==> config.mk <==
export PLATFORM = sky130hd
export DESIGN_NAME = tasg_ctrl
export DESIGN_NICKNAME = d
export VERILOG_FILES = /design/src/tasg_pkg.sv /design/src/tasg_ctrl.sv
export SDC_FILE = /design/constraint.sdc
export NUM_CORES = 1
export LEC_CHECK = 0
export ABC_AREA = 0
export ABC_CLOCK_PERIOD_IN_PS = 2320
export BUFFER_PORTS_ARGS = -buffer_cell sky130_fd_sc_hd__buf_2
export CAP_MARGIN = 10
export CORE_MARGIN = 2
export CORE_UTILIZATION = 40
export CTS_CLUSTER_DIAMETER = 30
export DETAILED_ROUTE_END_ITERATION = 8
export HOLD_SLACK_MARGIN = 0.03
export PLACE_DENSITY = 0.65
export SKIP_LAST_GASP = 1
export SYNTH_ARGS = -nofsm -noshare
export SYNTH_HDL_FRONTEND = slang
export SYNTH_SLANG_ARGS = --single-unit
==> constraint.sdc <==
create_clock -name clk -period 2.32 [get_ports clk]
set_clock_uncertainty 0.2 [all_clocks]
set_input_delay 0.464 -clock clk [delete_from_list [all_inputs] [get_ports clk]]
set_output_delay 0.464 -clock clk [all_outputs]
set_load 0.05 [all_outputs]
==> src/tasg_pkg.sv <==
package tasg_pkg;

    localparam int NUM_AXES = 3;
    localparam int POS_W    = 24;
    localparam int SPM_W    = 20;
    localparam int TIME_W   = 32;
    localparam int FEED_W   = 16;

    typedef enum logic [1:0] {
        FUNC_TICK  = 2'd0,
        FUNC_START = 2'd1,
        FUNC_SETPOS = 2'd2,
        FUNC_STOP  = 2'd3
    } func_t;

    typedef enum logic [1:0] {
        REG_X_SPM   = 2'd0,
        REG_Y_SPM   = 2'd1,
        REG_Z_SPM   = 2'd2,
        REG_MIN_INT = 2'd3
    } reg_idx_t;

    // Datapath operations issued by the controller.
    typedef enum logic [3:0] {
        OP_NONE,
        OP_CLEAR,
        OP_SETPOS,
        OP_STOP,
        OP_START_LOAD,
        OP_SQRT_STEP,
        OP_DIV_LOAD,
        OP_DIV_STEP,
        OP_START_FINISH,
        OP_EVENT,
        OP_RAMP_LOAD,
        OP_RAMP_STEP,
        OP_RAMP_FINISH
    } op_t;

    typedef struct packed {
        op_t op;
    } cmd_t;

    typedef struct packed {
        logic active;
        logic due;
        logic zero_events;
        logic move_finished;
    } status_t;

endpackage

==> src/tasg_ctrl.sv <==
module tasg_ctrl (
    input  logic               clk,
    input  logic               rst_n,
    input  logic               in_valid,
    output logic               in_ready,
    input  logic [1:0]         func,
    input  tasg_pkg::status_t  status,
    output tasg_pkg::cmd_t     cmd,
    output logic               out_valid,
    input  logic               out_ready,
    output logic               move_done,
    output logic               accepted
);
    typedef enum logic [2:0] {
        S_IDLE, S_SQRT, S_DIV, S_SFIN, S_RAMP, S_RDIV, S_RFIN, S_OUT
    } state_t;

    state_t     state_reg, state_next;
    logic [5:0] cnt_reg, cnt_next;
    logic       out_valid_reg, out_valid_next;
    logic       done_reg, done_next;
    logic       acc_reg, acc_next;
    tasg_pkg::op_t op;

    assign in_ready = (state_reg == S_IDLE) && (!out_valid_reg || out_ready);

    always_comb
    begin
        state_next     = state_reg;
        cnt_next       = cnt_reg;
        out_valid_next = out_valid_reg && !out_ready;
        done_next      = done_reg;
        acc_next       = acc_reg;
        op             = tasg_pkg::OP_NONE;
        case (state_reg)
            S_IDLE:
                if (in_valid && in_ready)
                begin
                    done_next = 1'b0;
                    acc_next  = 1'b1;
                    case (func)
                        tasg_pkg::FUNC_TICK:
                            if (status.active && status.due)
                            begin
                                op = tasg_pkg::OP_EVENT;
                                state_next = S_RAMP;
                            end
                            else
                            begin
                                op = tasg_pkg::OP_CLEAR;
                                out_valid_next = 1'b1;
                            end
                        tasg_pkg::FUNC_START:
                            if (status.active)
                            begin
                                op = tasg_pkg::OP_CLEAR;
                                acc_next = 1'b0;
                                out_valid_next = 1'b1;
                            end
                            else
                            begin
                                op = tasg_pkg::OP_START_LOAD;
                                state_next = S_SQRT;
                                cnt_next = '0;
                            end
                        tasg_pkg::FUNC_SETPOS:
                        begin
                            op = tasg_pkg::OP_SETPOS;
                            out_valid_next = 1'b1;
                        end
                        default:
                        begin
                            op = tasg_pkg::OP_STOP;
                            out_valid_next = 1'b1;
                        end
                    endcase
                end
            S_SQRT:
                if (status.zero_events)
                begin
                    done_next = 1'b1;
                    state_next = S_OUT;
                end
                else
                begin
                    op = tasg_pkg::OP_SQRT_STEP;
                    cnt_next = cnt_reg + 1'b1;
                    if (cnt_reg == 6'd31)
                    begin
                        state_next = S_DIV;
                        cnt_next = '0;
                    end
                end
            S_DIV:
            begin
                op = (cnt_reg == 6'd0) ? tasg_pkg::OP_DIV_LOAD : tasg_pkg::OP_DIV_STEP;
                cnt_next = cnt_reg + 1'b1;
                if (cnt_reg == 6'd63)
                    state_next = S_SFIN;
            end
            S_SFIN:
            begin
                op = tasg_pkg::OP_DIV_STEP;
                state_next = S_RFIN;
                cnt_next = 6'd62;
            end
            S_RAMP:
                if (status.move_finished)
                begin
                    done_next = 1'b1;
                    state_next = S_OUT;
                end
                else
                begin
                    op = tasg_pkg::OP_RAMP_LOAD;
                    cnt_next = '0;
                    state_next = S_RDIV;
                end
            S_RDIV:
            begin
                // 64 divide steps for the ramped interval
                op = tasg_pkg::OP_RAMP_STEP;
                cnt_next = cnt_reg + 1'b1;
                if (cnt_reg == 6'd63)
                begin
                    state_next = S_RFIN;
                    cnt_next = 6'd61;
                end
            end
            S_RFIN:
            begin
                // cnt 62 finishes a start move, cnt 61 a ramp divide
                if (cnt_reg == 6'd62)
                    op = tasg_pkg::OP_START_FINISH;
                else
                    op = tasg_pkg::OP_RAMP_FINISH;
                state_next = S_OUT;
            end
            S_OUT:
            begin
                out_valid_next = 1'b1;
                state_next = S_IDLE;
            end
            default: state_next = S_IDLE;
        endcase
    end

    always_ff @(posedge clk or negedge rst_n)
    begin
        if (!rst_n)
        begin
            state_reg     <= S_IDLE;
            cnt_reg       <= '0;
            out_valid_reg <= 1'b0;
            done_reg      <= 1'b0;
            acc_reg       <= 1'b1;
        end
        else
        begin
            state_reg     <= state_next;
            cnt_reg       <= cnt_next;
            out_valid_reg <= out_valid_next;
            done_reg      <= done_next;
            acc_reg       <= acc_next;
        end
    end

    assign cmd.op    = op;
    assign out_valid = out_valid_reg;
    assign move_done = done_reg;
    assign accepted  = acc_reg;
endmodule
After elaboration in Yosys (flattened, before gate mapping) --
Cells that the tools add are included.
Operators by class: add/sub/neg operators 1, muxes and demuxes 38, eq/ne operators 25, reduce and logical (&&, ||, !) cells 16, bitwise operators 0, multiply operators 0, divide/modulo/power cells 0, shifts and indexed selects 0, magnitude comparators 0
Operators by type and width (count):
- $mux 6 | 7
- $pmux 6 s6 | 1
- $mux 3 | 10
- $pmux 4 s7 | 1
- $pmux 3 s8 | 1
- $ne 2x2->1 const B | 7
- $eq 3x3->1 const B | 4
- $eq 6x6->1 const B | 2
- $mux 4 | 3
- $pmux 4 s3 | 1
- $mux 1 | 9
- $ne 3x3->1 const B | 3
- $reduce_and 7->1 | 1
- $add 6x1->6 const B | 1
- $eq 3x2->1 const B | 2
- $eq 6x5->1 const B | 1
- $logic_not 6->1 | 1
- $pmux 3 s2 | 1
- $reduce_and 6->1 | 1
- $reduce_bool 6->1 | 1
- $logic_and 1x1->1 | 4
- $ne 2x1->1 const B | 2
- $pmux 1 s2 | 2
- $reduce_and 4->1 | 1
- 12 further kinds | 13
Word-level totals: word-level logic and storage cells 85, output and inout port bits 8, bits in writable memories 0, ROM bits 0, input port bits 10, bits in registers 12, memories 0, latch bits 0

Longest topological paths before layout --
depth after elaboration 6, mapped depth 6, gate-level depth less buffers 5

Worst setup path after synthesis --
Ideal clock, no wire load.
path type flip-flop to output port, from register state_reg[0], to output port cmd[2] (netlist bit), cell stages (with the launch flop) 5, data arrival time 2169 ps, slack -513 ps, path buffers 1, required time 1656 ps, cell sequence dfrtp_1 clkbuf_1 nor3_1 nand3_1 o21ai_0
RTL lines:
- from (decl) | RTL line tasg_ctrl.sv:18 | state_t state_reg, state_next;
- from (signal assigned) | RTL line tasg_ctrl.sv:160 | state_reg <= state_next;
- to (decl) | RTL line tasg_ctrl.sv:8 | output tasg_pkg::cmd_t cmd,

==> impl_metrics.py <==
metrics = {
    "floorplanning": {
        "io_pins": 18,
        "die_w_um": 55.7,
        "floorplan.initialDensity_pct": 42.7,
        "die-area_mm2": 0.00310,
        "rows": 18,
        "dieHeight_um": 55.7,
        "design.core.area_mm2": 0.00250,
    },
    "sta": {
        "finalCritPeriodShare_pct": 103,
        "relSlewSlack_pct": 68.0,
        "fmax_mhz": 417,
        "rsz0062_at_grt": "true",
        "tightest_slew_ns": 0.476,
        "hold_viol": 0,
        "setup_slack_ns": -0.0766,
        "min_period_ns": 2.40,
        "setup_violations": 1,
        "drv_slew": 0,
    },
    "logic_synthesis": {
        "synth_compound_area_share_pct": 32.9,
        "yosysUniqueCellTypes": 43,
        "avgSynthCellArea_um2": 7.97,
        "synth_top_family_by_area": "compound AO/OA/AOI/OAI gates",
        "synth-main-ff-cell": "dfrtp_1",
        "synth_simple_gate_area_share_pct": 27.2,
        "yosys.area_share.xor_xnor_pct": 0.820,
        "synthMuxAreaShare_pct": 1.05,
        "synth_cells": 134,
        "syn_area_mm2": 0.00107,
        "yosysSeqAreaShare_pct": 28.2,
        "synth_edf_count": 0,
        "async_reset_ff_share_pct": 100,
        "yosysWarnings": 0,
        "synthAdderAreaFrac_pct": 3.51,
        "synth-seq-cells": 12,
        "syn-num-nets": 147,
    },
    "worst_setup_path": {
        "cpPeakStageDelay_ns": 0.55,
        "arrival_ns": 1.73,
        "required_ns": 1.66,
        "crit_slowest_cell": "or4bb_4",
        "rrSetupSlack_ns": 0.16,
        "worstPathMaxFanout": 3,
        "crit_buf_inv": 2,
        "rr_startpoint": "cnt_reg[0]",
        "cp.depth": 6,
        "endpoint_kind": "primary output",
        "r2r-end": "state_reg[1]",
        "cp-start-kind": "input port",
        "reg2reg_depth": 6,
        "cp_top_family": "simple AND/OR/NAND/NOR gates",
        "crit_type": "in2out",
        "critPathCapture": "cmd[3]",
        "crit_path_cell_trace": "buf_2, or4bb_4, nor3_2, a21bo_2, o2bb2ai_4, buf_8",
        "startpoint": "func[0]",
    },
    "pwr": {
        "ir_drop_uv": 836,
        "intPower_mw": 1.02,
        "leakage_nw": 0.591,
        "p_seq_share_pct": 22.0,
        "power.total_mw": 2.10,
        "pwr-share-clk_pct": 8.4,
        "p_switching_mw": 1.08,
        "netSwitchingFraction_pct": 51.4,
        "p_per_area_mw_per_mm2": 1490,
        "combPwrFrac_pct": 69.6,
    },
    "flow_run": {
        "maxCapViolations": 0,
    },
    "place": {
        "dpl.hpwl_um": 2390,
        "globalplace.congestion": 0.889,
        "io_buffers": 17,
    },
    "final_layout": {
        "final_common_cell": "buf_4",
        "finalCoreUtilization_pct": 56.6,
        "mostFrequentLayoutCells": "buf_4 (18), buf_2 (13), inv_1 (9)",
        "antenna_cells": 0,
        "largest_reg_flops": 6,
        "layout.nets": 179,
        "area_growth_pct": 32.4,
        "layout-drive-gt1-share_pct": 33.3,
    },
    "status": {
        "violations": "setup timing",
        "status": "finished, violations left",
    },
    "global_route": {
        "grt_usage_pct": 21.5,
        "grt_start_max_net_pins": 18,
        "grt-ovfl-total": 0,
        "grt_antenna_before_repair": 0,
        "grt_pass1_vias": 1118,
        "grt_pass1_wl_um": 5270,
    },
    "drt": {
        "drt-total-wl_um": 3250,
        "drtAntennaViolNets": 0,
        "first_pass_iters": 6,
        "viasPerCell": 6.43,
        "wl_per_cell_um": 16.7,
        "drtIter0Drc": 62,
        "route.vias.total": 1254,
        "drc": 0,
    },
    "cts": {
        "cts_buffers": 3,
        "cts.sinks": 12,
        "cts_max_level": 1,
        "clkTransAtPathRegs_ns": 0.08,
        "cts_max_path_buffers": 2,
        "cts_tree": "done",
        "cts_root_buffer": "clkbuf_4",
        "clk_latency_ns": 0.29,
    },
    "hold_path": {
        "hp-class": "in2reg",
        "hold_path.startpoint": "in_valid",
    },
}
[power groups by stage]
stage	Clock [mW]	Combinational (mW)	Sequential (mW)
6_report	0.178	1.46	0.463
5_1_grt	0.191	1.58	0.483
4_1_cts	0.181	1.41	0.452
3_5_place_dp	0	1.36	0.451
3_3_place_gp	0	1.33	0.447
2_1_floorplan	0	0.960	0.469
[metrics by stage]
step	setup TNS (ns)	std cells	hold WS [ns]	setup WS, ns	area (um^2)
6_report	-0.0766	195	0.274	-0.0766	1420
5_1_grt	-0.157	195	0.285	-0.114	1420
4_1_cts	-0.0826	194	0.265	-0.0826	1390
3_5_place_dp	-0.993	189	0.165	-0.305	1320
3_3_place_gp	-0.803	189	0.170	-0.279	1320
2_1_floorplan	-0.156	134	-0.0316	-0.156	1100
[layer usage]
layer  track usage (%)  routed length (um)  part of all wire, %  vias up
li1                  -                   -                    -      576
met1              29.0                1400                   43      602
met2              33.0                1570                   48       60
met3              6.51                 221                  6.8       16
met4              6.27                  60                  1.8        0
met5                 0                   0                    0        -
[worst min-delay path by stage]
| stage | end | slack, ns | cells after the start |
|---|---|---|---|
| CTS | out_valid | 0.26 | 3 |
| floorplan | cnt_reg[0] | -0.03 | 0 |
| finish | out_valid | 0.27 | 3 |
| detailed placement | state_reg[1] | 0.17 | 1 |
| global placement | out_valid | 0.17 | 1 |
| global route | out_valid | 0.29 | 3 |
[worst register-to-register path, delay by kind of cell, from the launching register on]
| kind | cells | cell delay, ns |
|---|---|---|
| adders and majority gates | 1 | 0.23 |
| buffers and inverters | 1 | 0.14 |
| AOI/OAI and AO/OA | 3 | 0.86 |
| and+or+nand+nor | 1 | 0.21 |
| DFF | 1 | 0.41 |
[timing repair]
| action | CTS | global route |
|---|---|---|
| resized for setup | 7 | 8 |
| setup endpoints to repair | 3 | 5 |
| endpoints found under the hold margin | 11 | 0 |
| pin swaps | 2 | 0 |
| hold buffers | 1 | 0 |
| setup buffers | 0 | 1 |
[cells in the mapped netlist (3+ instances only)]
cell | number | area share [%]
a21oi_1 | 8 | 3.7
nand2_1 | 8 | 2.8
clkbuf_1 | 9 | 3.2
nor3_1 | 6 | 2.8
nor2b_1 | 5 | 2.9
dfrtp_1 | 11 | 26
nand4_1 | 3 | 1.8
a32o_1 | 3 | 2.8
nor2_1 | 4 | 1.4
ha_1 | 3 | 3.5
inv_1 | 9 | 3.2
o22ai_1 | 3 | 1.8
nand3_1 | 9 | 4.2
o21ai_0 | 7 | 3.3
o211ai_1 | 4 | 2.8
nand2b_1 | 5 | 2.9
a221oi_1 | 3 | 2.5
o21a_1 | 3 | 2.1
[cells by family after synthesis]
family | after synthesis
and+or+nand+nor | 51
AOI/OAI and AO/OA | 48
buffers and inverters | 18
DFF | 12
adders and majority gates | 3
xor gates and xnor gates | 1
muxes | 1
[cell type report]
type                    count  area [um^2]
multi-input cells         104          747
flip-flops and latches     12          305
repair buffers             36          255
well taps                  30         37.5
inverters                   9         33.8
clock buffers               4         36.3
fillers                   222         1080
No activity file was read; power rests on OpenSTA's default activity.
